`config.mk`:
```
export PLATFORM = sky130hd
export DESIGN_NAME = bounded_array_list_engine
export DESIGN_NICKNAME = d
export VERILOG_FILES = /design/src/sv/bale_pkg.sv /design/src/sv/bounded_array_list_engine.sv /design/src/sv/bale_ctrl.sv /design/src/sv/bale_dp.sv
export SDC_FILE = /design/constraint.sdc
export NUM_CORES = 2
export LEC_CHECK = 0
export BUFFER_PORTS_ARGS = -buffer_cell sky130_fd_sc_hd__buf_2
export CORE_UTILIZATION = 42
export CTS_BUF_LIST = sky130_fd_sc_hd__clkbuf_4
export DETAILED_ROUTE_END_ITERATION = 8
export PLACE_DENSITY = 0.55
export SYNTH_ARGS = -nofsm -noshare
export SYNTH_HDL_FRONTEND = slang
export SYNTH_SLANG_ARGS = --single-unit
```
`constraint.sdc`:
```
create_clock -name clk -period 16.9 [get_ports clk]
set_clock_uncertainty 0.05 [all_clocks]
set_input_delay 2.535 -clock clk [delete_from_list [all_inputs] [get_ports clk]]
set_output_delay 2.535 -clock clk [all_outputs]
set_load 0.005 [all_outputs]
```
`src/sv/bale_pkg.sv`:
```
package bale_pkg;

	localparam int BALE_CAPACITY    = 64;
	localparam int BALE_HANDLE_BITS = 32;

	localparam logic [2:0] ACT_INSERT = 3'd0;
	localparam logic [2:0] ACT_REMOVE = 3'd1;
	localparam logic [2:0] ACT_FIND   = 3'd2;
	localparam logic [2:0] ACT_READ   = 3'd3;
	localparam logic [2:0] ACT_CLEAR  = 3'd4;

	typedef struct packed {
		logic [2:0]  action;
		logic [6:0]  position;
		logic [31:0] handle_in;
	} req_t;

	typedef struct packed {
		logic        ok;
		logic [31:0] handle_out;
		logic [5:0]  found_position;
		logic [6:0]  entry_count;
		logic        is_empty;
		logic        is_full;
		logic [31:0] first_handle;
		logic [31:0] last_handle;
	} rsp_t;

	typedef enum logic [3:0] {
		ST_IDLE,
		ST_DECIDE,
		ST_WALK,
		ST_DRAIN,
		ST_INS_WR,
		ST_EDGE0,
		ST_EDGE1,
		ST_EDGE2,
		ST_RESP
	} state_t;

	typedef enum logic [1:0] {
		PTR_ZERO,
		PTR_POS,
		PTR_LAST
	} ptr_sel_t;

	typedef enum logic [1:0] {
		RK_NONE,
		RK_MAIN,
		RK_FIRST,
		RK_LAST
	} rd_kind_t;

	typedef struct packed {
		logic     accept;
		logic     decide;
		logic     ptr_load;
		ptr_sel_t ptr_sel;
		logic     ptr_inc;
		logic     ptr_dec;
		rd_kind_t rd_kind;
		logic     ins_wr;
		logic     cnt_inc;
		logic     cnt_dec;
		logic     cnt_clr;
		logic     out_load;
	} cmd_t;

	typedef struct packed {
		logic is_ins;
		logic is_rm;
		logic is_find;
		logic is_rd;
		logic is_clr;
		logic ins_ok;
		logic rm_ok;
		logic pos_eq_cnt;
		logic cnt_zero;
		logic ptr_eq_pos;
		logic ptr_eq_last;
		logic out_free;
	} sts_t;

endpackage

```
`src/sv/bounded_array_list_engine.sv`:
```
// Clear, refused and unknown requests and an insert at the tail skip the walk; remove and find
// walk the store upwards to the last entry, a shifting insert walks downwards to the request
// position and read takes one entry, all on the single memory read port. Then the first and last
// handles are read, the result is loaded, and only then is a request taken, also while it waits.
// Reset: arst_n clears the count, the controller and the result valid; the store itself is
// not cleared and needs no clearing pass, since only positions below the count are read.
module bounded_array_list_engine
	import bale_pkg::*;
#(
	parameter int CAPACITY    = BALE_CAPACITY,
	parameter int HANDLE_BITS = BALE_HANDLE_BITS
) (
	input  logic clk,
	input  logic arst_n,
	input  logic req_valid,
	output logic req_ready,
	input  req_t req,
	output logic rsp_valid,
	input  logic rsp_ready,
	output rsp_t rsp
);

	// The controller sequences each request through decision, a walk over the store,
	// a final handle write for inserts, two reads for the first and last handles and
	// the load of the result register. It sees the datapath only through status flags.
	cmd_t cmd;
	sts_t sts;

	bale_ctrl u_ctrl (
		.clk       (clk),
		.arst_n    (arst_n),
		.req_valid (req_valid),
		.req_ready (req_ready),
		.sts       (sts),
		.cmd       (cmd)
	);

	// The datapath holds the store as a single-port-read, single-port-write memory,
	// the entry count, the walk pointer and the result register. A read issued in one
	// cycle is acted upon in the next: shifted up or down, compared or captured.
	bale_dp #(
		.CAPACITY    (CAPACITY),
		.HANDLE_BITS (HANDLE_BITS)
	) u_dp (
		.clk       (clk),
		.arst_n    (arst_n),
		.cmd       (cmd),
		.sts       (sts),
		.req       (req),
		.rsp_valid (rsp_valid),
		.rsp_ready (rsp_ready),
		.rsp       (rsp)
	);

endmodule

```
`src/sv/bale_ctrl.sv`:
```
module bale_ctrl
	import bale_pkg::*;
(
	input  logic clk,
	input  logic arst_n,
	input  logic req_valid,
	output logic req_ready,
	input  sts_t sts,
	output cmd_t cmd
);

	state_t state_q;
	state_t state_d;
	logic   walk_last;

	// Insert walks downwards to the request position; read takes one entry;
	// remove and find walk upwards to the last entry.
	always_comb begin
		if (sts.is_ins) begin
			walk_last = sts.ptr_eq_pos;
		end else if (sts.is_rd) begin
			walk_last = 1'b1;
		end else begin
			walk_last = sts.ptr_eq_last;
		end
	end

	always_ff @(posedge clk or negedge arst_n) begin
		if (!arst_n) begin
			state_q <= ST_IDLE;
		end else begin
			state_q <= state_d;
		end
	end

	always_comb begin
		state_d = state_q;
		unique case (state_q)
			ST_IDLE: begin
				if (req_valid) begin
					state_d = ST_DECIDE;
				end
			end
			ST_DECIDE: begin
				priority if (sts.is_ins && sts.ins_ok) begin
					state_d = sts.pos_eq_cnt ? ST_INS_WR : ST_WALK;
				end else if (sts.is_rm && sts.rm_ok) begin
					state_d = ST_WALK;
				end else if (sts.is_find && !sts.cnt_zero) begin
					state_d = ST_WALK;
				end else if (sts.is_rd && sts.rm_ok) begin
					state_d = ST_WALK;
				end else begin
					state_d = ST_EDGE0;
				end
			end
			ST_WALK: begin
				if (walk_last) begin
					state_d = ST_DRAIN;
				end
			end
			ST_DRAIN: begin
				state_d = sts.is_ins ? ST_INS_WR : ST_EDGE0;
			end
			ST_INS_WR: state_d = ST_EDGE0;
			ST_EDGE0:  state_d = ST_EDGE1;
			ST_EDGE1:  state_d = ST_EDGE2;
			ST_EDGE2:  state_d = ST_RESP;
			ST_RESP: begin
				if (sts.out_free) begin
					state_d = ST_IDLE;
				end
			end
			default: state_d = ST_IDLE;
		endcase
	end

	always_comb begin
		cmd       = '0;
		cmd.ptr_sel = PTR_ZERO;
		cmd.rd_kind = RK_NONE;
		req_ready = 1'b0;
		unique case (state_q)
			ST_IDLE: begin
				req_ready  = 1'b1;
				cmd.accept = req_valid;
			end
			ST_DECIDE: begin
				cmd.decide = 1'b1;
				priority if (sts.is_ins && sts.ins_ok) begin
					cmd.ptr_load = !sts.pos_eq_cnt;
					cmd.ptr_sel  = PTR_LAST;
				end else if (sts.is_rm && sts.rm_ok) begin
					cmd.ptr_load = 1'b1;
					cmd.ptr_sel  = PTR_POS;
				end else if (sts.is_find && !sts.cnt_zero) begin
					cmd.ptr_load = 1'b1;
					cmd.ptr_sel  = PTR_ZERO;
				end else if (sts.is_rd && sts.rm_ok) begin
					cmd.ptr_load = 1'b1;
					cmd.ptr_sel  = PTR_POS;
				end else begin
					cmd.cnt_clr = sts.is_clr;
				end
			end
			ST_WALK: begin
				cmd.rd_kind = RK_MAIN;
				cmd.ptr_dec = !walk_last && sts.is_ins;
				cmd.ptr_inc = !walk_last && !sts.is_ins;
			end
			ST_DRAIN: begin
				cmd.cnt_dec = sts.is_rm;
			end
			ST_INS_WR: begin
				cmd.ins_wr  = 1'b1;
				cmd.cnt_inc = 1'b1;
			end
			ST_EDGE0: cmd.rd_kind = RK_FIRST;
			ST_EDGE1: cmd.rd_kind = RK_LAST;
			ST_EDGE2: cmd.rd_kind = RK_NONE;
			ST_RESP: begin
				cmd.out_load = sts.out_free;
			end
			default: cmd = '0;
		endcase
	end

endmodule

```
`src/sv/bale_dp.sv`:
```
module bale_dp
	import bale_pkg::*;
#(
	parameter int CAPACITY    = BALE_CAPACITY,
	parameter int HANDLE_BITS = BALE_HANDLE_BITS
) (
	input  logic clk,
	input  logic arst_n,
	input  cmd_t cmd,
	output sts_t sts,
	input  req_t req,
	output logic rsp_valid,
	input  logic rsp_ready,
	output rsp_t rsp
);

	localparam int AW = (CAPACITY > 1) ? $clog2(CAPACITY) : 1;
	localparam int CW = $clog2(CAPACITY + 1);
	localparam int PW = (CW > 7) ? CW : 7;

	logic [HANDLE_BITS-1:0] mem [CAPACITY];

	logic [2:0]             act_q;
	logic [6:0]             pos_q;
	logic [HANDLE_BITS-1:0] h_q;
	logic [CW-1:0]          cnt_q;
	logic [AW-1:0]          ptr_q;
	logic [HANDLE_BITS-1:0] rdata_s1;
	logic [AW-1:0]          tag_s1;
	rd_kind_t               rk_s1;
	logic                   ok_q;
	logic [HANDLE_BITS-1:0] hout_q;
	logic [AW-1:0]          fpos_q;
	logic [HANDLE_BITS-1:0] first_q;
	logic [HANDLE_BITS-1:0] last_q;
	rsp_t                   rsp_q;
	logic                   rsp_valid_q;

	logic [PW-1:0]          pos_x;
	logic [PW-1:0]          cnt_x;
	logic [AW-1:0]          pos_a;
	logic [AW-1:0]          last_addr;
	logic [AW-1:0]          raddr;
	logic                   we;
	logic [AW-1:0]          waddr;
	logic [HANDLE_BITS-1:0] wdata;
	logic                   arr_main;
	logic                   arr_at_pos;
	logic                   req_ok;

	assign pos_x     = PW'(pos_q);
	assign cnt_x     = PW'(cnt_q);
	assign pos_a     = AW'(pos_q);
	assign last_addr = (cnt_q == '0) ? '0 : AW'(cnt_q - CW'(1));

	assign sts.is_ins      = (act_q == ACT_INSERT);
	assign sts.is_rm       = (act_q == ACT_REMOVE);
	assign sts.is_find     = (act_q == ACT_FIND);
	assign sts.is_rd       = (act_q == ACT_READ);
	assign sts.is_clr      = (act_q == ACT_CLEAR);
	assign sts.ins_ok      = (cnt_q != CW'(CAPACITY)) && (pos_x <= cnt_x);
	assign sts.rm_ok       = (pos_x < cnt_x);
	assign sts.pos_eq_cnt  = (pos_x == cnt_x);
	assign sts.cnt_zero    = (cnt_q == '0);
	assign sts.ptr_eq_pos  = (ptr_q == pos_a);
	assign sts.ptr_eq_last = (ptr_q == last_addr);
	assign sts.out_free    = !rsp_valid_q || rsp_ready;

	assign req_ok = (sts.is_ins && sts.ins_ok) || (sts.is_rm && sts.rm_ok) ||
	                (sts.is_rd && sts.rm_ok) || sts.is_clr;

	always_ff @(posedge clk) begin
		if (cmd.accept) begin
			act_q <= req.action;
			pos_q <= req.position;
			h_q   <= HANDLE_BITS'(req.handle_in);
		end
	end

	always_ff @(posedge clk or negedge arst_n) begin
		if (!arst_n) begin
			cnt_q <= '0;
		end else if (cmd.cnt_clr) begin
			cnt_q <= '0;
		end else if (cmd.cnt_inc) begin
			cnt_q <= cnt_q + CW'(1);
		end else if (cmd.cnt_dec) begin
			cnt_q <= cnt_q - CW'(1);
		end
	end

	always_ff @(posedge clk) begin
		if (cmd.ptr_load) begin
			unique case (cmd.ptr_sel)
				PTR_ZERO: ptr_q <= '0;
				PTR_POS:  ptr_q <= pos_a;
				PTR_LAST: ptr_q <= last_addr;
				default:  ptr_q <= '0;
			endcase
		end else if (cmd.ptr_inc) begin
			ptr_q <= ptr_q + AW'(1);
		end else if (cmd.ptr_dec) begin
			ptr_q <= ptr_q - AW'(1);
		end
	end

	always_comb begin
		unique case (cmd.rd_kind)
			RK_MAIN: raddr = ptr_q;
			RK_LAST: raddr = last_addr;
			default: raddr = '0;
		endcase
	end

	// Data read in the previous cycle arrives here with its address tag.
	assign arr_main   = (rk_s1 == RK_MAIN);
	assign arr_at_pos = (tag_s1 == pos_a);

	always_comb begin
		we    = 1'b0;
		waddr = '0;
		wdata = rdata_s1;
		priority if (cmd.ins_wr) begin
			we    = 1'b1;
			waddr = pos_a;
			wdata = h_q;
		end else if (arr_main && sts.is_ins) begin
			we    = 1'b1;
			waddr = tag_s1 + AW'(1);
		end else if (arr_main && sts.is_rm && !arr_at_pos) begin
			we    = 1'b1;
			waddr = tag_s1 - AW'(1);
		end else begin
			we = 1'b0;
		end
	end

	always_ff @(posedge clk) begin
		if (we) begin
			mem[waddr] <= wdata;
		end
		rdata_s1 <= mem[raddr];
		tag_s1   <= ptr_q;
	end

	always_ff @(posedge clk or negedge arst_n) begin
		if (!arst_n) begin
			rk_s1 <= RK_NONE;
		end else begin
			rk_s1 <= cmd.rd_kind;
		end
	end

	always_ff @(posedge clk) begin
		if (cmd.decide) begin
			ok_q   <= req_ok;
			hout_q <= '0;
			fpos_q <= '0;
		end else if (arr_main) begin
			if (sts.is_rd || (sts.is_rm && arr_at_pos)) begin
				hout_q <= rdata_s1;
			end
			if (sts.is_find && !ok_q && (rdata_s1 == h_q)) begin
				ok_q   <= 1'b1;
				fpos_q <= tag_s1;
			end
		end
		if (rk_s1 == RK_FIRST) begin
			first_q <= rdata_s1;
		end
		if (rk_s1 == RK_LAST) begin
			last_q <= rdata_s1;
		end
	end

	always_ff @(posedge clk) begin
		if (cmd.out_load) begin
			rsp_q.ok             <= ok_q;
			rsp_q.handle_out     <= 32'(hout_q);
			rsp_q.found_position <= 6'(fpos_q);
			rsp_q.entry_count    <= 7'(cnt_q);
			rsp_q.is_empty       <= (cnt_q == '0);
			rsp_q.is_full        <= (cnt_q == CW'(CAPACITY));
			rsp_q.first_handle   <= (cnt_q == '0) ? 32'd0 : 32'(first_q);
			rsp_q.last_handle    <= (cnt_q == '0) ? 32'd0 : 32'(last_q);
		end
	end

	always_ff @(posedge clk or negedge arst_n) begin
		if (!arst_n) begin
			rsp_valid_q <= 1'b0;
		end else if (cmd.out_load) begin
			rsp_valid_q <= 1'b1;
		end else if (rsp_ready) begin
			rsp_valid_q <= 1'b0;
		end
	end

	assign rsp       = rsp_q;
	assign rsp_valid = rsp_valid_q;

`ifndef SYNTHESIS
	a_cnt_bound: assert property (@(posedge clk) disable iff (!arst_n)
		cnt_q <= CW'(CAPACITY))
		else $error("entry count beyond capacity");

	a_wr_port: assert property (@(posedge clk) disable iff (!arst_n)
		cmd.ins_wr |-> (rk_s1 != RK_MAIN))
		else $error("handle write collides with a shift write");

	a_inc_room: assert property (@(posedge clk) disable iff (!arst_n)
		cmd.cnt_inc |-> (cnt_q != CW'(CAPACITY)))
		else $error("insert committed on a full list");

	a_dec_room: assert property (@(posedge clk) disable iff (!arst_n)
		cmd.cnt_dec |-> (cnt_q != '0))
		else $error("remove committed on an empty list");

	a_load_free: assert property (@(posedge clk) disable iff (!arst_n)
		cmd.out_load |-> (!$past(cmd.out_load) && (!rsp_valid_q || rsp_ready)))
		else $error("result register overwritten before it was taken");
`endif

endmodule
```
# Yosys cells after proc, flatten, opt, wreduce, memory -nomap -nowiden
# Memory sizes are Yosys's and may differ from the RTL's. A register that Yosys moved wholly into a read port is not among the register bits.
# Cells that the tools add are included.
# W data, S select, Z words.
[word_totals]
elab_cells = 149
romBits = 0
output_inout_bits = 114
ramBits = 2048
latchBits = 0
input_bits = 46
ff_bits = 283
n_memories = 1
[mem_list]
columns = ["name", "depth", "width", "read_ports", "rd_clocked_by_memory_dff", "write_ports", "line_no", "source"]
rows = [
  ["u_dp.mem", 64, 32, 1, 1, 1, "bale_dp.sv:21", "logic [HANDLE_BITS-1:0] mem [CAPACITY];"],
]
[op_classes]
add_sub_neg = 6
shifts = 0
magnitude_cmp = 2
eq_ne = 29
n_div = 0
multipliers = 0
n_reduce_logical = 37
n_mux = 52
bitwise = 0
[op_table]
columns = ["op", "count"]
rows = [
  ["$mux W6", 7],
  ["$pmux W4 S9", 1],
  ["$eq A32 B32 Y1", 1],
  ["$mux W32", 1],
  ["$mux W4", 7],
  ["$pmux W6 S2", 2],
  ["$mux W1", 22],
  ["$mux W7", 3],
  ["$eq A6 B6 Y1", 3],
  ["$mux W3", 6],
  ["$eq A4 B3 Y1 const B", 4],
  ["$logic_and A1 B1 Y1", 13],
  ["$add A6 B1 Y6 const B", 2],
  ["$sub A6 B1 Y6 const B", 2],
  ["$eq A2 B2 Y1 const B", 4],
  ["$eq A4 B2 Y1 const B", 2],
  ["$add A7 B1 Y7 const B", 1],
  ["$eq A7 B7 Y1", 1],
  ["$eq A7 B7 Y1 const B", 1],
  ["$le A7 B7 Y1", 1],
  ["$logic_not A1 Y1", 7],
  ["$logic_not A7 Y1", 1],
  ["$lt A7 B7 Y1", 1],
  ["$ne A7 B7 Y1 const B", 1],
  ["other kinds (18)", 32],
]

# Logic depth before layout (Yosys ltp)
[depth]
word_depth = 11
mapped_depth = 18
depth_no_buf = 17

# By module
# A second synthesis with hierarchy kept.
[hier_totals]
cells_unflattened = 6688
hier_area_um2 = 92696.4
[modules_own_cells]
columns = ["module", "area_per_inst_um2", "instances", "cells_each", "seq_area_each_um2"]
rows = [
  ["bale_dp", 92286.0, 1, 6635, 70027.2],
  ["bale_ctrl", 410.4, 1, 53, 100.1],
]

# Worst setup path before layout
# OpenSTA, ideal clock, no wires.
[synth_path]
path_type = "input -> register"
start = "input rsp_ready"
end = "register u_dp.rsp_q (netlist bit u_dp.rsp[0]), enable pin"
setup_ps = 597
cell_stages = 2
required_time_ps = 16253
slack_ps = 8641
arrival_time_ps = 7613
cell_sequence = "nand2b_1 -> nor2b_1"
[synth_lines]
columns = ["element", "line_no", "source"]
rows = [
  ["start: declaration", "bounded_array_list_engine.sv:19", "input logic rsp_ready,"],
  ["end: declaration", "bale_dp.sv:36", "rsp_t rsp_q;"],
]

# Worst setup path in the final report
[layout_path]
start = "register u_ctrl.state_q[0]"
end = "register u_dp.rdata_s1[0], read port of u_dp.mem"
[layout_between]
elab_chain_len = 4
elab_cells_between_ends = 7
[layout_lines]
columns = ["element", "line_no", "source"]
rows = [
  ["start: declaration", "bale_ctrl.sv:12", "state_t state_q;"],
  ["start signal: assignment", "bale_ctrl.sv:32", "state_q <= state_d;"],
  ["$eq A4 B3 Y1 / $eq A4 B2 Y1 (equally long branches)", "bale_ctrl.sv:83", "unique case (state_q)"],
  ["$pmux W2 S3 *", "bale_ctrl.sv:83", ""],
  ["$eq A2 B2 Y1 / $eq A2 B1 Y1 (equally long branches)", "bale_dp.sv:108", "unique case (cmd.rd_kind)"],
  ["$pmux W6 S2 *", "bale_dp.sv:108", ""],
  ["end: declaration", "bale_dp.sv:28", "logic [HANDLE_BITS-1:0] rdata_s1;"],
]
# Mark *: on every way between the ends. The rest lies on a longest branch, timed or not.
# A chain may end at the register's enable or synchronous reset.

==> qor.json <==
{
  "logic_synthesis": {
    "postSynthRegisterBits": 2363,
    "syn_nets": 6561,
    "synth_area_sq_um": 93100,
    "synth_edf_count": 2273,
    "yosys_most_used_dff": "edfxtp_1",
    "seq_area_frac_synth": 0.753,
    "post_synth_inst_count": 6499,
    "ys_async_rst_share": 0.00592,
    "synthesis.area_per_instance_sq_um": 14.3,
    "synth.lib_cells_used.distinct": 86,
    "number_of_warning_messages_in_the_yosys_log": 0
  },
  "cts": {
    "cts_inserted_buffers": 618,
    "max-clock-path-buffers": 4,
    "post_cts.resized_instances": 0,
    "tritoncts_clock_tree": "built",
    "clkLatencyLatePin_ns": 1.42,
    "hold_buffers": 0,
    "number_of_clock_sinks": 2363,
    "worst_setup_hold_path_clk_slew_ns": 0.07,
    "ctsHtreeMaxLevel": 6,
    "postCtsSetupRepairBufs": 0,
    "cts-root-buf": "clkbuf_4"
  },
  "die": {
    "placementRows": 172,
    "boundaryPins": 160,
    "chipWidth_microns": 473,
    "coreArea_sq_um": 220000,
    "die_area_sq_um": 224000,
    "die_h_microns": 473,
    "initial_utilization": 0.423
  },
  "setup_path": {
    "reg2regPathDepth": 12,
    "reg2reg_to": "u_dp.rdata_s1[0]$_DFF_P_",
    "worst-setup-path-type": "reg2reg",
    "critical_path_cell_count": 12,
    "critical_path.reg2reg.startpoint": "u_ctrl.state_q[0]$_DFFE_PN0P_",
    "cp_slowest_stage_delay_ns": 0.84,
    "critical_path.n_buffers_inverters": 4,
    "worst_setup_path_start_kind": "flip-flop",
    "crit_path_start": "u_ctrl.state_q[0]$_DFFE_PN0P_",
    "critPathSlowestCell": "buf_4",
    "cp-end-kind": "flip-flop",
    "critical_path.most_common_cell": "buf_4",
    "crit_path_max_fanout": 172,
    "crit_end": "u_dp.rdata_s1[0]$_DFF_P_",
    "reg2reg_setup_slack_ns": 10.46,
    "critPathTopFamily": "buffers and inverters",
    "cp.arrival_ns": 7.72,
    "crit_path_cell_trace": "nor4b_4 > nand2_4 > nand2_4 > buf_4 > buf_12 > buf_4 > buf_4 > a211oi_1 > a311oi_1 > a31oi_1 > nand4_1 > o22a_1",
    "data_required_time_of_the_worst_path_ns": 18.18
  },
  "timing": {
    "setup_tns_ns": 0,
    "period_minus_slack_ns": 6.44,
    "report.final.slew_viol_count": 0,
    "setup_viol_count_final": 0,
    "worstMarginPinSlew_ns": 1.47,
    "max-slew-margin-rel": 0.00884,
    "grt_setup_unrepaired": "false",
    "post-route-period-util": 0.381,
    "fmax_mhz": 155,
    "timing_hold_violations_final": 0
  },
  "drt": {
    "wl_per_cell_microns": 27.6,
    "vias": 59500,
    "drc": 0,
    "vias_per_cell": 5.73,
    "number_of_nets_with_antenna_violations_after_detailed_routing": 0,
    "detailed_route_wl_mm": 287,
    "firstDrtPassIters": 6,
    "drtIter0Drc": 6875
  },
  "power": {
    "leakagePower_nw": 35.7,
    "power.total_mw": 18.5,
    "power.ir.vdd_worst_v": 0.000199,
    "power_density_cells_nw_per_um2": 176
  },
  "run_status": {
    "outcome": "complete, but fails checks",
    "violations": "capacitance limit"
  },
  "placed_design": {
    "detailedPlacementHpwl_mm": 153,
    "post_placement_cell_count": 9327,
    "count_of_input_and_output_buffers": 159,
    "gp_routability_congestion": 0.819
  },
  "final_layout": {
    "num-nets-final": 7052,
    "layout-drive-gt1-share": 0.195,
    "nFillCells": 19400,
    "layout-area-overhead-vs-synth_pct": 13.0,
    "final-instance-count-excl-fill": 10400,
    "mostFrequentLayoutCell": "edfxtp_1",
    "mostFrequentLayoutCells": "edfxtp_1 (2273), nand2_1 (1416), clkbuf_4 (910), nand3_1 (303), a31oi_1 (256)"
  },
  "job": {
    "max_cap_check_violation_count": 1
  },
  "global_routing": {
    "largest_net_degree_at_the_start_of_global_routing": 173,
    "grt_util_all_layers": 0.251,
    "initial_antenna_violation_count": 18,
    "first_global_vias": 57300,
    "grt_first_pass_wirelength_mm": 406,
    "grt_remaining_overflow": 0
  },
  "min_path": {
    "min-delay-path-class": "reg2reg"
  }
}
## cells by family (layout without fill, tap and decap cells)
kind of cell / count (synthesis) / after routing / share of synthesized area
xor+xnor: 59 / 59 / 0.00570
mux: 177 / 177 / 0.0193
flops: 2363 / 2363 / 0.753
other cells: 0 / 13 / 0
simple gates: 2348 / 2348 / 0.112
compound gates: 1071 / 1071 / 0.0855
buf+inv: 465 / 1386 / 0.0218
fa+ha+maj: 16 / 16 / 0.00223
## routing by layer
| metal | share of wire | track usage | wire length, microns |
|---|---|---|---|
| met1 | 0.42 | 0.346 | 121000 |
| met2 | 0.46 | 0.390 | 131000 |
| met3 | 0.093 | 0.0583 | 26500 |
| met4 | 0.028 | 0.0869 | 8040 |
| met5 | 0.00011 | 0 | 31 |
## area by class of cell
class,instances,area (sq um),area share
clock buffers,910,6830,0.0649
well taps,2958,3700,0.0352
inverters,14,52.6,0.000499
clock inverters,140,707,0.00672
flip-flops and latches,2363,70100,0.666
multi-input cells,3671,21700,0.206
repair buffers,322,2090,0.0199
diodes,13,32.5,0.000309
## how the worst min path moves through the flow
stage | endpoint | start | depth (start not counted) | slack [ns]
final | u_dp.rsp[95]$_DFFE_PP_ | u_dp.hout_q[16]$_SDFFE_PP0P_ | 0 | 0.37
after global routing | u_dp.rsp[108]$_DFFE_PP_ | u_dp.hout_q[29]$_SDFFE_PP0P_ | 0 | 0.37
after floorplan | u_dp.tag_s1[5]$_DFF_P_ | u_dp.ptr_q[5]$_DFFE_PP_ | 0 | 0.30
after detailed placement | u_dp.rsp[86]$_DFFE_PP_ | u_dp.hout_q[7]$_SDFFE_PP0P_ | 0 | 0.36
after CTS | u_dp.rsp[95]$_DFFE_PP_ | u_dp.hout_q[16]$_SDFFE_PP0P_ | 0 | 0.36
after global placement | u_dp.rsp[99]$_DFFE_PP_ | u_dp.hout_q[20]$_SDFFE_PP0P_ | 0 | 0.37
## cells in the mapped netlist, types with 35 or more instances
master	count	area, sq um
and3_1	236	1480
a21oi_1	140	701
clkbuf_1	256	961
nand4_1	48	300
edfxtp_1	2273	68300
dfxtp_1	76	1520
mux2i_1	174	1740
buf_2	138	691
a311oi_1	47	412
nor2_1	134	503
xnor2_1	47	412
a2111oi_0	46	403
a311o_1	62	621
and2_1	77	482
a22oi_1	35	263
nand3_1	303	1520
nand2_1	1452	5450
a211oi_1	174	1310
a21o_1	53	398
a31oi_1	256	1600
o21ai_0	44	220
## where the power goes
group / internal [mW] / total (mW) / switching (mW) / leakage [nW]
clock: 2.54 / 4.84 / 2.30 / 4.54
combinational: 1.13 / 5.30 / 4.17 / 9.79
sequential: 8.10 / 8.40 / 0.298 / 21.3
## flip-flops by register name, indices dropped and copies added, names as in the netlist, 6 cells and up
signal         flops
u_dp.cnt_q         7
u_dp.first_q      32
u_dp.fpos_q        6
u_dp.h_q          32
u_dp.hout_q       32
u_dp.last_q       32
u_dp.mem        2048
u_dp.pos_q         7
u_dp.ptr_q         6
u_dp.rdata_s1     32
u_dp.rsp         112
u_dp.tag_s1        6
## worst reg2reg max path, cell delays in order, from the launching register on
cell	delay, ns
dfrtp_1	0.53
nor4b_4	0.69
nand2_4	0.46
nand2_4	0.50
buf_4	0.66
buf_12	0.74
buf_4	0.69
buf_4	0.89
a211oi_1	0.21
a311oi_1	0.31
a31oi_1	0.09
nand4_1	0.33
o22a_1	0.22
## per-stage QoR
stage                     hold slack, ns   util  instance area, sq um  setup WS [ns]
final                              0.367  0.478                105000          10.46
after global routing               0.373  0.478                105000          10.18
after CTS                          0.359  0.478                105000          10.61
after detailed placement           0.364  0.444                 97600          10.67
after global placement             0.365  0.444                 97600          10.84
after floorplan                    0.296      -                 93100           8.64
(Power assumes the default switching activity.)
